===== src/rtl/core/date_difference_in_days_core_defines.svh =====
// Assertion macros shared by the date difference core modules.
// Depends on nothing; included by the modules that carry assertions.
`ifndef DATE_DIFFERENCE_IN_DAYS_CORE_DEFINES_SVH
`define DATE_DIFFERENCE_IN_DAYS_CORE_DEFINES_SVH

// Same-cycle implication, disabled while reset is high.
`define DATEDIFF_ASSERT_IMP(name, clk, rst, ante, cons) \
   name: assert property (@(posedge clk) disable iff (rst) (ante) |-> (cons)) \
      else $error("datediff: same-cycle check failed");

// Next-cycle implication, disabled while reset is high.
`define DATEDIFF_ASSERT_NXT(name, clk, rst, ante, cons) \
   name: assert property (@(posedge clk) disable iff (rst) (ante) |=> (cons)) \
      else $error("datediff: next-cycle check failed");

`endif


===== src/rtl/core/datediff_pkg.sv =====
// Types, constants and calendar tables for the date difference core.
// Has no dependencies; used by every module of the core.
package datediff_pkg;

   localparam int unsigned DAY_W   = 5;
   localparam int unsigned MONTH_W = 4;
   localparam int unsigned YEAR_W  = 14;
   localparam int unsigned COUNT_W = 22;

   // Operand width of the shared divide-by-25 multiplier.
   localparam int unsigned DIVOP_W = 12;
   localparam int unsigned PROD_W  = 24;

   // floor(x * 2622 / 65536) equals floor(x / 25) for every x below 4681.
   localparam logic [DIVOP_W-1:0] RECIP25 = 12'd2622;
   localparam int unsigned RECIP_SHIFT = 16;

   localparam logic [YEAR_W-1:0]  YEAR_MIN  = 14'd1;
   localparam logic [YEAR_W-1:0]  YEAR_MAX  = 14'd9999;
   localparam logic [MONTH_W-1:0] MONTH_JAN = 4'd1;
   localparam logic [MONTH_W-1:0] MONTH_FEB = 4'd2;
   localparam logic [MONTH_W-1:0] MONTH_DEC = 4'd12;

   typedef struct packed {
      logic [DAY_W-1:0]   start_day;
      logic [MONTH_W-1:0] start_month;
      logic [YEAR_W-1:0]  start_year;
      logic [DAY_W-1:0]   end_day;
      logic [MONTH_W-1:0] end_month;
      logic [YEAR_W-1:0]  end_year;
   } req_payload_type;

   typedef struct packed {
      logic [COUNT_W-1:0] day_count;
      logic               date_invalid;
   } rsp_payload_type;

   typedef enum logic [2:0] {
      ST_IDLE,
      ST_DIV100,
      ST_DIV400,
      ST_YEARS,
      ST_DAYNUM,
      ST_RESULT
   } state_type;

   typedef struct packed {
      logic load;       // capture the request beat
      logic sel_end;    // work on the end date rather than the start date
      logic div100_en;  // multiply (p/4) by the reciprocal of 25
      logic div400_en;  // keep p/100, multiply (p/16) by the reciprocal of 25
      logic years_en;   // days in the whole years before the date, leap flag
      logic daynum_en;  // serial day number and validity of the date
      logic result_en;  // write the response register
   } cmd_type;

   typedef struct packed {
      logic out_free;
   } status_type;

   function automatic logic [8:0] days_before_month(input logic [MONTH_W-1:0] m);
      logic [8:0] r;
      begin
         case (m)
            4'd1:    r = 9'd0;
            4'd2:    r = 9'd31;
            4'd3:    r = 9'd59;
            4'd4:    r = 9'd90;
            4'd5:    r = 9'd120;
            4'd6:    r = 9'd151;
            4'd7:    r = 9'd181;
            4'd8:    r = 9'd212;
            4'd9:    r = 9'd243;
            4'd10:   r = 9'd273;
            4'd11:   r = 9'd304;
            4'd12:   r = 9'd334;
            default: r = 9'd0;
         endcase
         return r;
      end
   endfunction

   function automatic logic [DAY_W-1:0] month_length(input logic [MONTH_W-1:0] m,
                                                     input logic leap);
      logic [DAY_W-1:0] r;
      begin
         case (m)
            4'd1, 4'd3, 4'd5, 4'd7, 4'd8, 4'd10, 4'd12: r = 5'd31;
            4'd4, 4'd6, 4'd9, 4'd11:                   r = 5'd30;
            4'd2:    r = leap ? 5'd29 : 5'd28;
            default: r = 5'd0;
         endcase
         return r;
      end
   endfunction

endpackage


===== src/rtl/core/datediff_ctrl.sv =====
// Sequencer of the date difference core: steps the datapath through both dates.
// Depends on datediff_pkg and the core's assertion macro header.
`include "date_difference_in_days_core_defines.svh"

module datediff_ctrl (
   input  logic                    clock,
   input  logic                    reset,
   input  logic                    req_valid,
   output logic                    req_ready,
   input  datediff_pkg::status_type status,
   output datediff_pkg::cmd_type    cmd
);

   datediff_pkg::state_type state_ff, state_in;
   logic sel_end_ff, sel_end_in;

   always_ff @(posedge clock) begin
      if (reset) begin
         state_ff   <= datediff_pkg::ST_IDLE;
         sel_end_ff <= 1'b0;
      end else begin
         state_ff   <= state_in;
         sel_end_ff <= sel_end_in;
      end
   end

   always_comb begin
      state_in   = state_ff;
      sel_end_in = sel_end_ff;
      unique case (state_ff)
         datediff_pkg::ST_IDLE: begin
            sel_end_in = 1'b0;
            if (req_valid) begin
               state_in = datediff_pkg::ST_DIV100;
            end
         end
         datediff_pkg::ST_DIV100: state_in = datediff_pkg::ST_DIV400;
         datediff_pkg::ST_DIV400: state_in = datediff_pkg::ST_YEARS;
         datediff_pkg::ST_YEARS:  state_in = datediff_pkg::ST_DAYNUM;
         datediff_pkg::ST_DAYNUM: begin
            if (sel_end_ff) begin
               state_in = datediff_pkg::ST_RESULT;
            end else begin
               sel_end_in = 1'b1;
               state_in   = datediff_pkg::ST_DIV100;
            end
         end
         datediff_pkg::ST_RESULT: begin
            // Hold here until the response register has been emptied.
            if (status.out_free) begin
               sel_end_in = 1'b0;
               state_in   = datediff_pkg::ST_IDLE;
            end
         end
         default: state_in = datediff_pkg::ST_IDLE;
      endcase
   end

   always_comb begin
      cmd         = '0;
      cmd.sel_end = sel_end_ff;
      req_ready   = 1'b0;
      unique case (state_ff)
         datediff_pkg::ST_IDLE: begin
            req_ready = 1'b1;
            cmd.load  = req_valid;
         end
         datediff_pkg::ST_DIV100: cmd.div100_en = 1'b1;
         datediff_pkg::ST_DIV400: cmd.div400_en = 1'b1;
         datediff_pkg::ST_YEARS:  cmd.years_en  = 1'b1;
         datediff_pkg::ST_DAYNUM: cmd.daynum_en = 1'b1;
         datediff_pkg::ST_RESULT: cmd.result_en = status.out_free;
         default: cmd = '0;
      endcase
   end

   `DATEDIFF_ASSERT_IMP(a_result_needs_room, clock, reset,
      cmd.result_en, status.out_free)
   `DATEDIFF_ASSERT_IMP(a_result_after_end_date, clock, reset,
      state_ff == datediff_pkg::ST_RESULT, sel_end_ff)
   `DATEDIFF_ASSERT_NXT(a_start_then_end, clock, reset,
      (state_ff == datediff_pkg::ST_DAYNUM) && !sel_end_ff,
      (state_ff == datediff_pkg::ST_DIV100) && sel_end_ff)

endmodule


===== src/rtl/core/datediff_dp.sv =====
// Datapath of the date difference core: request and response registers,
// the shared divide-by-25 multiplier and the day number arithmetic.
// Depends on datediff_pkg and the core's assertion macro header.
`include "date_difference_in_days_core_defines.svh"

module datediff_dp (
   input  logic                          clock,
   input  logic                          reset,
   input  logic                          csr_we,
   input  logic                          csr_wdata,
   input  datediff_pkg::req_payload_type req_data,
   output logic                          rsp_valid,
   input  logic                          rsp_ready,
   output datediff_pkg::rsp_payload_type rsp_data,
   input  datediff_pkg::cmd_type         cmd,
   output datediff_pkg::status_type      status
);

   localparam int unsigned CW = datediff_pkg::COUNT_W;
   localparam int unsigned YW = datediff_pkg::YEAR_W;

   logic                          include_end_ff;
   datediff_pkg::req_payload_type req_ff;
   logic [datediff_pkg::PROD_W-1:0] product_ff, product_in;
   logic [7:0]                    q100_ff;
   logic [CW-1:0]                 years_ff, years_in;
   logic                          leap_ff, leap_in;
   logic [CW-1:0]                 start_num_ff, end_num_ff, daynum_in;
   logic                          start_ok_ff, end_ok_ff, date_ok_in;
   logic                          rsp_valid_ff;
   datediff_pkg::rsp_payload_type rsp_ff, rsp_in;

   logic [datediff_pkg::DAY_W-1:0]   day;
   logic [datediff_pkg::MONTH_W-1:0] month;
   logic [YW-1:0]                    year;
   logic [YW-1:0]                    prev_year;
   logic [datediff_pkg::DIVOP_W-1:0] div_opnd;
   logic [5:0]                       q400;
   logic [YW-1:0]                    rem100, rem400;
   logic [CW-1:0]                    span;

   always_comb begin
      day   = cmd.sel_end ? req_ff.end_day   : req_ff.start_day;
      month = cmd.sel_end ? req_ff.end_month : req_ff.start_month;
      year  = cmd.sel_end ? req_ff.end_year  : req_ff.start_year;
      prev_year = year - YW'(1);
   end

   // One multiplier serves both quotients: p/100 = (p/4)/25, p/400 = (p/16)/25.
   always_comb begin
      if (cmd.div400_en) begin
         div_opnd = {2'b00, prev_year[YW-1:4]};
      end else begin
         div_opnd = prev_year[YW-1:2];
      end
      product_in = datediff_pkg::PROD_W'(div_opnd) *
                   datediff_pkg::PROD_W'(datediff_pkg::RECIP25);
   end

   always_comb begin
      q400     = product_ff[datediff_pkg::RECIP_SHIFT +: 6];
      years_in = CW'(prev_year) * CW'(365) + CW'(prev_year[YW-1:2])
                 - CW'(q100_ff) + CW'(q400);
      rem100   = prev_year - YW'(q100_ff) * YW'(100);
      rem400   = prev_year - YW'(q400) * YW'(400);
      // The year itself is a leap year when p mod 4 is 3, p mod 100 is not 99,
      // or when p mod 400 is 399.
      leap_in  = ((prev_year[1:0] == 2'b11) && (rem100 != YW'(99))) ||
                 (rem400 == YW'(399));
   end

   always_comb begin
      date_ok_in = (year >= datediff_pkg::YEAR_MIN) && (year <= datediff_pkg::YEAR_MAX) &&
                   (month >= datediff_pkg::MONTH_JAN) && (month <= datediff_pkg::MONTH_DEC) &&
                   (day != '0) && (day <= datediff_pkg::month_length(month, leap_ff));
      daynum_in  = years_ff + CW'(datediff_pkg::days_before_month(month)) +
                   CW'(leap_ff && (month > datediff_pkg::MONTH_FEB)) + CW'(day);
   end

   always_comb begin
      span   = (start_num_ff < end_num_ff) ? (end_num_ff - start_num_ff) : '0;
      rsp_in = '0;
      if (start_ok_ff && end_ok_ff) begin
         rsp_in.day_count = span + CW'(include_end_ff);
      end else begin
         rsp_in.date_invalid = 1'b1;
      end
   end

   always_ff @(posedge clock) begin
      if (reset) begin
         include_end_ff <= 1'b0;
         rsp_valid_ff   <= 1'b0;
      end else begin
         if (csr_we) begin
            include_end_ff <= csr_wdata;
         end
         if (cmd.result_en) begin
            rsp_valid_ff <= 1'b1;
         end else if (rsp_ready) begin
            rsp_valid_ff <= 1'b0;
         end
      end
   end

   always_ff @(posedge clock) begin
      if (cmd.load) begin
         req_ff <= req_data;
      end
      if (cmd.div100_en || cmd.div400_en) begin
         product_ff <= product_in;
      end
      if (cmd.div400_en) begin
         q100_ff <= product_ff[datediff_pkg::RECIP_SHIFT +: 8];
      end
      if (cmd.years_en) begin
         years_ff <= years_in;
         leap_ff  <= leap_in;
      end
      if (cmd.daynum_en) begin
         if (cmd.sel_end) begin
            end_num_ff <= daynum_in;
            end_ok_ff  <= date_ok_in;
         end else begin
            start_num_ff <= daynum_in;
            start_ok_ff  <= date_ok_in;
         end
      end
      if (cmd.result_en) begin
         rsp_ff <= rsp_in;
      end
   end

   assign rsp_valid       = rsp_valid_ff;
   assign rsp_data        = rsp_ff;
   assign status.out_free = !rsp_valid_ff || rsp_ready;

   `DATEDIFF_ASSERT_IMP(a_invalid_means_zero, clock, reset,
      rsp_valid_ff && rsp_ff.date_invalid, rsp_ff.day_count == '0)
   `DATEDIFF_ASSERT_NXT(a_result_sets_valid, clock, reset,
      cmd.result_en, rsp_valid_ff)

endmodule


===== src/rtl/core/date_difference_in_days_core.sv =====
// Top level of the date difference core: days between two Gregorian dates.
// Depends on datediff_pkg, datediff_ctrl and datediff_dp.
//
// Usage: a request beat on req_valid/req_ready carries a start and an end
// date (day, month, year). One response beat on rsp_valid/rsp_ready returns
// day_count, the number of days from start to end (0 when the start is not
// earlier), plus one when the include_end_day bit is set, and date_invalid
// when either date has a bad day, month or year, with day_count then 0.
// The include_end_day bit is written through csr_we/csr_wdata by the user
// only while idle; the core does not enforce this. Each date takes four
// sequencer steps through one shared 12x12 multiplier that forms the
// quotients by 100 and by 400; rsp_valid is set with the output register
// in the result step, and a new request is taken only in idle. While the
// receiver stalls, the core finishes the next item and then waits with it
// until the output register is emptied. Synchronous reset clears the
// sequencer, the response valid and include_end_day.
module date_difference_in_days_core (
   input  logic                          clock,
   input  logic                          reset,
   input  logic                          csr_we,
   input  logic                          csr_wdata,
   input  logic                          req_valid,
   output logic                          req_ready,
   input  datediff_pkg::req_payload_type req_data,
   output logic                          rsp_valid,
   input  logic                          rsp_ready,
   output datediff_pkg::rsp_payload_type rsp_data
);

   datediff_pkg::cmd_type    cmd;
   datediff_pkg::status_type status;

   datediff_ctrl u_ctrl (
      .clock     (clock),
      .reset     (reset),
      .req_valid (req_valid),
      .req_ready (req_ready),
      .status    (status),
      .cmd       (cmd)
   );

   datediff_dp u_dp (
      .clock     (clock),
      .reset     (reset),
      .csr_we    (csr_we),
      .csr_wdata (csr_wdata),
      .req_data  (req_data),
      .rsp_valid (rsp_valid),
      .rsp_ready (rsp_ready),
      .rsp_data  (rsp_data),
      .cmd       (cmd),
      .status    (status)
   );

endmodule

===== config.mk =====
export PLATFORM = sky130hd
export DESIGN_NAME = date_difference_in_days_core
export DESIGN_NICKNAME = d
export VERILOG_FILES = /design/src/rtl/core/datediff_pkg.sv /design/src/rtl/core/datediff_ctrl.sv /design/src/rtl/core/datediff_dp.sv /design/src/rtl/core/date_difference_in_days_core.sv
export VERILOG_INCLUDE_DIRS = /design/src /design/src/rtl/core
export SDC_FILE = /design/constraint.sdc
export NUM_CORES = 1
export LEC_CHECK = 0
export BUFFER_PORTS_ARGS = -buffer_cell sky130_fd_sc_hd__buf_2
export CORE_MARGIN = 2
export CORE_UTILIZATION = 40
export CTS_BUF_LIST = sky130_fd_sc_hd__clkbuf_16
export CTS_CLUSTER_SIZE = 28
export DETAILED_ROUTE_END_ITERATION = 8
export HOLD_SLACK_MARGIN = 0.1
export SETUP_SLACK_MARGIN = 0.15
export SLEW_MARGIN = 20
export SYNTH_ARGS = -nofsm -noshare
export SYNTH_HDL_FRONTEND = slang
export SYNTH_SLANG_ARGS = --single-unit
export TNS_END_PERCENT = 20

===== constraint.sdc =====
create_clock -name clock -period 13.8 [get_ports clock]
set_input_delay 2.76 -clock clock [delete_from_list [all_inputs] [get_ports clock]]
set_output_delay 2.76 -clock clock [all_outputs]
set_load 0.03 [all_outputs]

**After elaboration in Yosys (flattened, before gate mapping)**

Memories as Yosys holds them, arrays and structs flattened.
Cells that the tools add are included.
W data, S select, Z words.

- Add/sub/neg operators: 11
- $mul: 4
- Divide/modulo/power cells: 0
- Order comparisons: 7
- Equal/unequal tests: 22
- Shift operators: 0
- Mux-type cells: 24
- Bitwise operators: 1
- Reductions and logical operators: 23

Operators with widths:

| kind | number |
|---|---|
| $add A22 B1 Y22 | 2 |
| $sub A14 B14 Y14 | 2 |
| $mul A12 B11 Y23 const B | 1 |
| $add A22 B12 Y22 | 1 |
| $add A22 B5 Y22 | 1 |
| $add A22 B6 Y22 | 1 |
| $add A22 B9 Y22 | 1 |
| $lt A22 B22 Y1 | 1 |
| $mul A14 B9 Y22 const B | 1 |
| $mux W22 | 1 |
| $sub A22 B22 Y22 | 1 |
| $sub A22 B8 Y22 | 1 |
| $eq A4 B4 Y1 const B | 5 |
| $pmux W3 S6 | 1 |
| $eq A4 B3 Y1 const B | 4 |
| $pmux W5 S3 | 1 |
| $eq A14 B9 Y1 const B | 1 |
| $ge A14 B1 Y1 const B | 1 |
| $le A14 B14 Y1 const B | 1 |
| $mux W14 | 1 |
| $ne A14 B7 Y1 const B | 1 |
| $sub A14 B1 Y14 const B | 1 |
| $mux W1 | 13 |
| $mul A8 B5 Y12 const B | 1 |
| other kinds (30) | 47 |

- Register bits: 175
- Bits in latches: 0
- RAM bits: 0
- Bits in read-only memories: 144
- Input port bits: 52
- Output and inout port bits: 25
- Logic and storage cells: 113
- Memories: 1

Memory list:

| name | depth | width | rd ports | clocked after Yosys merged registers in | wr ports | line | source |
|---|---|---|---|---|---|---|---|
| (name not given) | 16 | 9 | 1 | 0 | 0 | datediff_pkg.sv:64 | `case (m)` |

**Depth between registers and ports, before layout**

Gate-level depths: netlist of the first run.

- Depth in word-level cells: 10
- Mapped depth: 36
- Depth with buffers taken out: 32

**Modules after synthesis**

Synthesis of the first run repeated with hierarchy kept, for this count alone.

- Cell total of the unflattened synthesis: 1693
- Area total of the unflattened synthesis: 16912.5 um^2

Modules (own cells, without submodules):

| module | times used | cells an instance | area an instance (um^2) | seq. area each (um^2) |
|---|---|---|---|---|
| datediff_dp | 1 | 1658 | 16639.7 | 4664.5 |
| datediff_ctrl | 1 | 35 | 272.8 | 80.1 |

**Worst setup path after synthesis of the first run**

No wires, ideal clock.

- Path type: reg2reg
- From: register u_ctrl.sel_end_ff
- To: register u_dp.product_ff[23] (netlist bit), data pin
- Library setup time: 260 ps
- Arrival time: 9018 ps
- Data required time: 13540 ps
- Path slack: 4522 ps
- Stages on the path, launching flop included: 37
- Buffers on the path: 5
- Clock period less this slack: 9278 ps
- Cells stage by stage: dfxtp_1 > a21bo_1 > buf_2 > buf_1 > clkbuf_1 > buf_1 > mux2i_1 > ha_1 > or3b_1 > or4_1 > o41ai_1 > o21ai_0 > xnor2_1 > buf_2 > o21a_1 > clkinv_1 > xnor2_1 > ha_1 > a21o_1 > ha_1 > inv_1 > fa_1 > inv_1 > fa_1 > inv_1 > fa_1 > inv_1 > ha_1 > a21o_1 > a21oi_1 > nand2_1 > o211ai_1 > a21oi_1 > o41ai_1 > o21bai_1 > a21oi_1 > xnor2_1

- Word-level cells in the longest chain between the ends: 5

Ends and longest elaborated chain:

| element | line | source |
|---|---|---|
| start, declared | datediff_ctrl.sv:15 | `logic sel_end_ff, sel_end_in;` |
| start signal, assigned | datediff_ctrl.sv:23 | `sel_end_ff <= sel_end_in;` |
| $mux W1 | datediff_ctrl.sv:63 | `unique case (state_ff)` |
| $mux W14 | datediff_dp.sv:45 | `year = cmd.sel_end ? req_ff.end_year : req_ff.start_year;` |
| $sub A14 B1 Y14 | datediff_dp.sv:46 | `prev_year = year - YW'(1);` |
| $mux W12 | datediff_dp.sv:51 | `if (cmd.div400_en) begin` |
| $mul A12 B11 Y23 | datediff_dp.sv:56 | `product_in = datediff_pkg::PROD_W'(div_opnd) *` |
| net u_dp.product_in, one bit | datediff_dp.sv:24 | `logic [datediff_pkg::PROD_W-1:0] product_ff, product_in;` |
| end signal, assigned | datediff_dp.sv:111 | `product_ff <= product_in;` |
| end, declared | datediff_dp.sv:24 |  |

The timed path passes the listed nets, and every way through them passes these cells.
A chain may end at the register's enable or synchronous reset.

**Worst setup path after layout of the first run**

- From: register u_ctrl.state_ff[2]
- To: register u_dp.product_ff[23] (netlist bit), data pin

- Word-level cells in the longest chain between the ends: 7
- Elaborated cells on any way between the ends: 13
- Classes of those cells: add/sub: 1; mul: 1; eq/ne: 5; mux: 4; reduce/logical: 2

Ends and longest elaborated chain:

| element | line | source |
|---|---|---|
| start, declared | datediff_ctrl.sv:14 | `datediff_pkg::state_type state_ff, state_in;` |
| start signal, assigned | datediff_ctrl.sv:19 | `state_ff <= datediff_pkg::ST_IDLE;` |
| start signal, assigned | datediff_ctrl.sv:22 | `state_ff <= state_in;` |
| $eq A3 B1 Y1, or another cell as far along | datediff_ctrl.sv:63 |  |
| $reduce_or A6 Y1 (no line) | -- |  |
| $mux W1 | datediff_ctrl.sv:63 |  |
| $mux W14 | datediff_dp.sv:45 |  |
| $sub A14 B1 Y14 | datediff_dp.sv:46 |  |
| $mux W12 * | datediff_dp.sv:51 |  |
| $mul A12 B11 Y23 * | datediff_dp.sv:56 |  |
| net u_dp.product_in, one bit | datediff_dp.sv:24 |  |

Mark *: on every way through the listed nets, which the timed path passes. The rest lies on a longest branch.

==> results of run 1 <==
## cells in the final DEF, fill, tap and decap left out, types with 38 or more instances in the layout
| master | count |
|---|---|
| inv_1 | 316 |
| fa_1 | 116 |
| ha_1 | 275 |
| o21ai_0 | 45 |
| edfxtp_1 | 154 |
| a21oi_1 | 61 |
| xor2_1 | 38 |
| nor2_1 | 95 |
| xnor2_1 | 94 |
| nand2_1 | 74 |
| buf_2 | 76 |
## cell usage after synthesis, types with 4 or more instances
master	instances
xnor2_1	94
a21o_1	25
mux2i_1	25
a31oi_1	5
a41oi_1	4
xor2_1	38
o31a_1	4
buf_1	4
nor3_1	25
clkbuf_1	10
inv_1	315
o21ai_1	4
nand2b_1	11
a21boi_0	6
and3_1	18
o2111ai_1	5
nor2b_1	15
and4_1	4
buf_2	7
nor2_1	95
edfxtp_1	154
nor4_1	8
or2_2	8
or3_1	12
nand2_1	74
dfxtp_1	6
o21bai_1	13
and2_1	10
a211oi_1	9
o31ai_1	9
nand3_1	20
nand4_1	6
ha_1	275
a21oi_1	61
o21a_1	21
fa_1	116
a211o_1	6
o21ai_0	45
o211ai_1	7
## how the worst max path moves through the flow
stage                                   from                   to  slack (ns)  cells past startpoint
after floorplan            u_ctrl.sel_end_ff  u_dp.product_ff[23]        4.52                     36
after global placement    u_ctrl.state_ff[2]  u_dp.product_ff[23]        4.71                     33
after detailed placement  u_ctrl.state_ff[2]  u_dp.product_ff[23]        4.25                     33
after CTS                 u_ctrl.state_ff[2]  u_dp.product_ff[23]        4.25                     33
after global routing      u_ctrl.state_ff[2]  u_dp.product_ff[23]        3.47                     33
final                     u_ctrl.state_ff[2]  u_dp.product_ff[23]        4.27                     33
## area by class of cell
cell class,instances,area [um^2]
repair buffers,84,440
well taps,532,666
fillers,3905,22700
flip-flops and latches,160,4740
inverters,319,1200
clock buffers,17,425
multi-input cells,1143,10700
clock inverters,15,156
## kinds of logic (layout without fill, tap and decap cells)
family	count (synthesis)	in the layout	synth area share, %
adders and majority gates	397	397	34.9
and+or+nand+nor	327	327	9.84
buffers and inverters	340	435	7.69
AOI/OAI and AO/OA	255	255	10.2
muxes	30	30	1.90
xor gates and xnor gates	134	134	7.11
DFF	160	160	28.4
## state kept, by name (all words and copies together), names as in the netlist
name                 count
u_dp.req_ff             46
u_dp.start_ok_ff         1
u_dp.product_ff          8
u_dp.years_ff           22
u_dp.start_num_ff       22
u_dp.rsp_valid           1
u_dp.include_end_ff      1
u_dp.end_num_ff         22
u_dp.leap_ff             1
u_dp.rsp_data           23
u_dp.end_ok_ff           1
u_ctrl.state_ff          3
u_ctrl.sel_end_ff        1
u_dp.q100_ff             8
## per-stage QoR
stage	util [%]	std cells	cell area [um^2]	worst slack, ns	hold slack [ns]
CTS	44.7	2270	18300	4.25	0.521
floorplan	-	1643	16700	4.52	0.400
detailed placement	43.2	2238	17700	4.25	0.505
global placement	43.2	2238	17700	4.71	0.498
finish	44.7	2270	18300	4.27	0.511
global route	44.7	2270	18300	3.47	0.576
## layer usage
layer	routed length, um	GRT usage (%)	vias up
li1	-	-	5753
met1	16900	22.1	5371
met2	16500	27.5	171
met3	1140	2.96	38
met4	698	4.56	0
met5	0	0	-
## critical path, delay by kind of cell (launching register included)
family	cells	cell delay, ns
XOR/XNOR	3	0.89
buffers and inverters	7	1.30
multiplexers	1	0.74
AO/OA/AOI/OAI	11	2.20
AND/OR/NAND/NOR	4	0.91
adder cells (fa/ha/maj)	7	2.63
flip-flops	1	0.57
==> results.yml, run 1 <==
grt:
  grt_resource_usage_total_pct: 16.6
  grt_pass1_wl_mm: 56.9
  largest_net_degree_at_the_start_of_global_routing: 47
  grt_antenna_before_repair: 0
  globalRoute.totalOverflow: 0
  first_global_vias: 11167
drt:
  num_vias: 11333
  detail_route.wl_per_cell_um: 15.5
  drc: 0
  initialDrtViolationCount: 511
  count_of_antenna_violating_nets_left_after_detailed_routing: 0
  postRouteWirelength_mm: 35.2
  drt_first_pass_iters: 5
  vias_per_cell: 4.99
synth:
  synthTopCellsByArea: "edfxtp_1 (28%), ha_1 (21%), fa_1 (14%)"
  synth_largest_type_area_fraction_pct: 27.7
  netlist.top_cell.by_area: "edfxtp_1"
  ys_dominant_reg_cell: "edfxtp_1"
  synthesis.instances: 1643
  post_synthesis_cell_area_um2: 16700
  syn-mean-instance-area_um2: 10.2
  synth_warnings: 0
  synth_fp_nets: 2086
  postSynth.asyncResetShare_pct: 0
  synthesized_flop_and_latch_total: 160
  synth.lib_cells_used.distinct: 82
  synth-edff-count: 154
  ys_seq_area_share_pct: 28.4
clock_tree:
  post_cts.repair.setup_buffers: 0
  cts_tree: "built"
  max-clock-path-buffers: 2
  cts.clk_slew.worst_paths_ns: 0.07
  cts_buffers: 17
  cts_hold_repair.buffers: 0
  insertion_delay_ns: 0.46
  clock_tree.root_cell: "clkbuf_16"
  clkSinkCount: 160
  cts_htree_levels: 4
  cts_resized: 0
floorplanning:
  die-width_um: 208
  design.core.area_um2: 41000
  floorplan.die_area_um2: 43400
  initial_utilization_pct: 40.7
  io_pins: 77
  dieHeight_um: 208
  core.rowCount: 74
worst_setup_path:
  worstSetupEndpointType: "flip-flop"
  crit_path_class: "reg2reg"
  timing.rr.start: "u_ctrl.state_ff[2]"
  reg2reg_slack_ns: 4.27
  worst-endpoint-arrival_ns: 9.73
  crit-reg2reg-capture: "u_dp.product_ff[23]"
  timing.critical_path.slowest_cell_delay_ns: 0.74
  data_required_time_at_the_worst_endpoint_ns: 14.01
  worst_path_most_repeated_cell: "inv_1"
  cp_max_fo: 35
  critPathSlowestCell: "mux2i_1"
  r2r.worst_path.cells: 33
  kind_of_start_point_of_the_critical_path: "flip-flop"
sta:
  max_freq_ghz: 0.105
  setup-violations-final: 0
  unrepaired_setup_endpoints_after_global_routing: "no"
  timing.max_slew.rel_slack_pct: 31.6
  fin_worst_skew_ns: 0.0178
  timing_worst_slew_pin_value_ns: 1.03
  hold_violations: 0
  period_needed_ns: 9.53
  finalMaxSlewViolations: 0
  crit_share_post_route_pct: 69.0
  setup_total_negative_slack_ns: 0
status:
  status: "complete, no violations"
final_layout:
  num_antenna_cells: 0
  num-nets-final: 2168
  flow.area_growth_from_synthesis_pct: 9.63
  post_route_cells_drive_above_1_share_pct: 8.57
run:
  max_capacitance_violation_count: 0
placed_design:
  globalplace.congestion: 0.889
  io_buffers: 76
  place.detailed.hpwl_mm: 28.9
worst_hold_path:
  hold_path.class: "reg2reg"
  holdPathEnd: "u_dp.include_end_ff"
  hold_depth: 2
  min_from: "u_dp.include_end_ff"
Power of run 1 is left out: the tool's default activity adds up to more than one toggle a clock period on the data nets, which glitch-free logic cannot reach.
==> run 2, diff against run 1 <==
Clock period 13.8 ns to 8.3 ns, I/O delays scaled along.
==> run 2 against run 1 <==
Effect of this change: design area increased by 1.1%; flip-flop and latch count unchanged; cell count increased by 0.97%; first-iteration DRC count increased by 15%; sequential share of layout area decreased by 0.29 points; core utilization increased by 0.51 points; via count increased by 1.9%; critical path depth unchanged; maximum frequency increased by 23%; clock skew decreased by 0.011 ns; wire length increased by 2.8%; global-route usage increased by 0.58 points.
==> results.yml, run 2 (synthesized netlist as in run 1, its figures left out) <==
status:
  status: "complete, no violations"
worst_hold_path:
  hold_depth: 2
  hold_path.class: "reg2reg"
  min_from: "u_ctrl.sel_end_ff"
  holdPathEnd: "u_ctrl.sel_end_ff"
sta:
  setup-violations-final: 0
  unrepaired_setup_endpoints_after_global_routing: "no"
  period_needed_ns: 7.73
  fin_worst_skew_ns: 0.00665
  timing_worst_slew_pin_value_ns: 1.12
  crit_share_post_route_pct: 93.2
  hold_violations: 0
  setup_total_negative_slack_ns: 0
  max_freq_ghz: 0.129
  timing.max_slew.rel_slack_pct: 24.8
  finalMaxSlewViolations: 0
clock_tree:
  clock_tree.root_cell: "clkbuf_16"
  cts_buffers: 17
  cts_hold_repair.buffers: 0
  cts_tree: "built"
  cts_htree_levels: 4
  cts.clk_slew.worst_paths_ns: 0.07
  insertion_delay_ns: 0.46
  clkSinkCount: 160
  max-clock-path-buffers: 2
drt:
  count_of_antenna_violating_nets_left_after_detailed_routing: 0
  drt_first_pass_iters: 5
  detail_route.wl_per_cell_um: 15.8
  initialDrtViolationCount: 590
  vias_per_cell: 5.04
  num_vias: 11553
  drc: 0
  postRouteWirelength_mm: 36.2
floorplanning:
  core.rowCount: 74
  initial_utilization_pct: 40.7
  floorplan.die_area_um2: 43400
  io_pins: 77
  design.core.area_um2: 41000
  dieHeight_um: 208
  die-width_um: 208
worst_setup_path:
  reg2reg_slack_ns: 0.57
  crit-reg2reg-capture: "u_dp.product_ff[23]"
  kind_of_start_point_of_the_critical_path: "flip-flop"
  cp_max_fo: 11
  worst-endpoint-arrival_ns: 7.95
  timing.critical_path.slowest_cell_delay_ns: 0.53
  data_required_time_at_the_worst_endpoint_ns: 8.51
  timing.rr.start: "u_ctrl.sel_end_ff"
  crit_path_class: "reg2reg"
  worstSetupEndpointType: "flip-flop"
  critPathSlowestCell: "fa_1"
  r2r.worst_path.cells: 33
final_layout:
  num-nets-final: 2189
  layout_commonest_cell: "inv_1"
  most_frequent_cells_in_the_layout: "inv_1 (315), ha_1 (275), edfxtp_1 (154)"
  regArea_um2: 4740
  flow.area_growth_from_synthesis_pct: 10.9
  max_reg_flops: 46
  layout.filler_cells: 3911
  max_flop_register: "u_dp.req_ff"
  multiInputGateArea_um2: 10800
  post_route_cells_drive_above_1_share_pct: 10.3
placed_design:
  globalplace.congestion: 0.867
  io_buffers: 76
  place.detailed.hpwl_mm: 29.9
grt:
  largest_net_degree_at_the_start_of_global_routing: 47
  first_global_vias: 11408
  grt_resource_usage_total_pct: 17.1
  globalRoute.totalOverflow: 0
  grt_antenna_before_repair: 1
  grt_pass1_wl_mm: 58.7
run:
  max_capacitance_violation_count: 0
-- run 2: cell types whose count changed in the layout (fill, tap and decap cells not counted), sizes merged --
cell    before  now
clkinv       8    6
buf         84  105
inv        323  326
diode        0    1
bufinv       1    0
-- run 2: cell type report --
| class | instances | area share, % |
|---|---|---|
| Antenna cell | 1 | 0.0135 |
| Clock buffer | 17 | 2.30 |
| Clock inverter | 15 | 0.770 |
| Inverter | 319 | 6.47 |
| Multi-Input combinational cell | 1143 | 58.0 |
| Sequential cell | 160 | 25.6 |
| Tap cell | 532 | 3.59 |
| Timing Repair Buffer | 105 | 3.25 |
-- run 2: critical path: cells and delay by family (launching register included) --
family	cells	cell delay [ns]
AOI/OAI and AO/OA	12	2.35
DFF	1	0.38
and+or+nand+nor	3	0.94
xor gates and xnor gates	3	0.49
muxes	1	0.17
adders and majority gates	7	2.52
buffers and inverters	7	0.64
-- run 2: repair_timing --
action	CTS	global route
setup endpoints to repair	0	4
gates resized for setup	0	8
setup buffers	0	6
-- run 2: through the flow --
stage / cells / util (%) / setup WS, ns / hold WS, ns / instance area (um^2)
detailed placement: 2253 / 43.6 / 0.300 / 0.524 / 17900
global placement: 2253 / 43.6 / 0.484 / 0.508 / 17900
CTS: 2285 / 45.0 / 0.278 / 0.536 / 18400
finish: 2292 / 45.2 / 0.567 / 0.539 / 18500
floorplan: 1643 / - / 0.176 / 0.400 / 16800
global route: 2292 / 45.2 / 0.132 / 0.568 / 18500
-- run 2: worst max path at each step --
stage	start	end	slack (ns)	cells past startpoint
final	u_ctrl.sel_end_ff	u_dp.product_ff[23]	0.57	33
after global routing	u_ctrl.sel_end_ff	u_dp.product_ff[23]	0.13	33
after CTS	u_ctrl.sel_end_ff	u_dp.product_ff[23]	0.28	32
after detailed placement	u_ctrl.sel_end_ff	u_dp.product_ff[23]	0.30	32
after global placement	u_ctrl.sel_end_ff	u_dp.product_ff[23]	0.48	32
after floorplan	u_ctrl.sel_end_ff	u_dp.product_ff[23]	0.18	36
-- run 2: per-layer routing --
metal  share of wire (%)  vias to the layer above  GRT usage [%]
met3                 3.8                       42           2.97
met1                  47                     5521           22.9
met2                  47                      184           28.4
li1                    -                     5806              -
met5                   0                        -              0
met4                 2.4                        0           5.06
Power of run 2 is left out for the same reason.
==> run 3, diff against run 2 <==
Settings changed: CTS_BUF_LIST sky130_fd_sc_hd__clkbuf_16 to sky130_fd_sc_hd__clkbuf_8.
Clock period 8.3 ns to 6.65 ns, I/O delays scaled along.
==> run 3 against run 2 <==
Effect of this change: cell count is 6.1% higher; first-iteration DRC count increased by 2.4%; core utilization is 3.2 points higher; flip-flop and latch count unchanged; design area up 7.1%; the flow now finishes with violations (negative setup slack); non-clock buffer count rose by 140; die area unchanged; wire length is 2.4% higher; clock-buffer cell count is the same; sequential share of layout area shrank 1.7 points; setup slack got worse by 0.98 ns.
==> results.yml, run 3 (synthesized netlist as in run 1, its figures left out) <==
worst_hold_path:
  hold_path.class: "reg2reg"
worst_setup_path:
  timing.rr.start: "u_ctrl.sel_end_ff"
  data_required_time_at_the_worst_endpoint_ns: 6.88
  critical_path.n_buffers_inverters: 6
  kind_of_start_point_of_the_critical_path: "flip-flop"
  worstSetupEndpointType: "flip-flop"
  r2r.worst_path.cells: 32
  critical_path.endpoint: "u_dp.product_ff[23]"
  crit_path_class: "reg2reg"
  timing.critical_path.slowest_cell_delay_ns: 0.55
  critPathSlowestCell: "fa_1"
  cp_max_fo: 4
  critical_path_depth: 32
  crit-reg2reg-capture: "u_dp.product_ff[23]"
  startpoint: "u_ctrl.sel_end_ff"
  worst-endpoint-arrival_ns: 7.29
  crit_family: "adder cells"
  reg2reg_slack_ns: -0.41
final_layout:
  flow.area_growth_from_synthesis_pct: 18.8
  final_cell_count_no_fill: 2431
  max_reg_flops: 46
  max_flop_register: "u_dp.req_ff"
  layout_commonest_cell: "inv_1"
  num_antenna_cells: 0
  finish.instance_area_um2: 19900
  most_frequent_cells_in_the_layout: "inv_1 (300), ha_1 (258), buf_4 (162)"
  post_route_cells_drive_above_1_share_pct: 20.4
  num-nets-final: 2329
clock_tree:
  cts.clk_slew.worst_paths_ns: 0.10
  clkSinkCount: 160
  insertion_delay_ns: 0.48
  cts_tree: "built"
  max-clock-path-buffers: 2
  clock_tree.root_cell: "clkbuf_8"
  cts_buffers: 17
  cts_htree_levels: 4
sta:
  max_freq_ghz: 0.142
  timing.max_slew.rel_slack_pct: 30.2
  unrepaired_setup_endpoints_after_global_routing: "yes"
  crit_share_post_route_pct: 106
  fin_worst_skew_ns: 0.0212
  period_needed_ns: 7.06
  timing_worst_slew_pin_value_ns: 1.05
  hold_violations: 0
  finalWorstSetupSlack_ns: -0.411
  setup_total_negative_slack_ns: -2.10
  setup-violations-final: 11
  finalMaxSlewViolations: 0
status:
  status: "finished with violations"
  failed_checks: "negative setup slack"
placed_design:
  placed_cells: 2381
  io_buffers: 76
  globalplace.congestion: 0.885
  place.detailed.hpwl_mm: 30.7
  detailed_place.area_um2: 18900
floorplanning:
  core.rowCount: 74
  die-width_um: 208
  dieHeight_um: 208
  design.core.area_um2: 41000
  floorplan.die_area_um2: 43400
  io_pins: 77
  initial_utilization_pct: 40.7
drt:
  count_of_antenna_violating_nets_left_after_detailed_routing: 0
  vias_per_cell: 5.02
  initialDrtViolationCount: 604
  postRouteWirelength_mm: 37.1
  detail_route.wl_per_cell_um: 15.2
  drt_first_pass_iters: 5
  drc: 0
  num_vias: 12202
grt:
  first_global_vias: 12300
  largest_net_degree_at_the_start_of_global_routing: 47
  globalRoute.totalOverflow: 0
  grt_pass1_wl_mm: 60.5
  grt_antenna_before_repair: 0
  grt_resource_usage_total_pct: 17.3
run:
  max_capacitance_violation_count: 0
## run 3: cell count changes in the layout (fill, tap and decap cells not counted), sizes merged
| cell | before | now |
|---|---|---|
| clkinvlp | 2 | 3 |
| clkinv | 6 | 8 |
| buf | 105 | 245 |
| bufinv | 0 | 1 |
| inv | 326 | 322 |
| diode | 1 | 0 |
## run 3: worst min-delay path by stage
stage	startpoint	endpoint	slack (ns)	depth (start not counted)
finish	u_dp.product_ff[23]	u_dp.q100_ff[7]	0.52	0
detailed placement	u_dp.product_ff[23]	u_dp.q100_ff[7]	0.48	0
CTS	u_dp.product_ff[23]	u_dp.q100_ff[7]	0.51	0
global route	u_dp.product_ff[23]	u_dp.q100_ff[7]	0.51	0
floorplan	u_dp.product_ff[22]	u_dp.q100_ff[6]	0.40	0
global placement	u_dp.product_ff[23]	u_dp.q100_ff[7]	0.50	0
## run 3: area by class of cell
cell class	instances	area, um^2
inverters	319	1210
well taps	532	666
repair buffers	245	1690
clock inverters	15	188
fillers	3766	21200
multi-input cells	1143	11100
flip-flops and latches	160	4750
clock buffers	17	234
## run 3: repair_timing
item	in CTS	in global routing
pin swaps	52	39
buffers inserted	11	7
setup endpoints to repair	15	19
hold buffers	0	0
gates resized for setup	47	39
## run 3: through the flow
step | worst slack, ns | util [%] | hold WS (ns)
final | -0.411 | 48.4 | 0.523
after global routing | -0.776 | 48.4 | 0.507
after CTS | -0.395 | 47.8 | 0.509
after detailed placement | -0.558 | 46.0 | 0.485
after global placement | -0.470 | 46.0 | 0.498
after floorplan | -1.11 | - | 0.400
## run 3: metal layers
| metal | wire length, um | GRT usage (%) | vias to the layer above |
|---|---|---|---|
| met1 | 16100 | 21.3 | 5884 |
| met5 | 0 | 0 | - |
| met2 | 18800 | 30.7 | 195 |
| li1 | - | - | 6072 |
| met4 | 1010 | 6.23 | 0 |
| met3 | 1190 | 2.52 | 51 |
Power of run 3 is left out for the same reason.
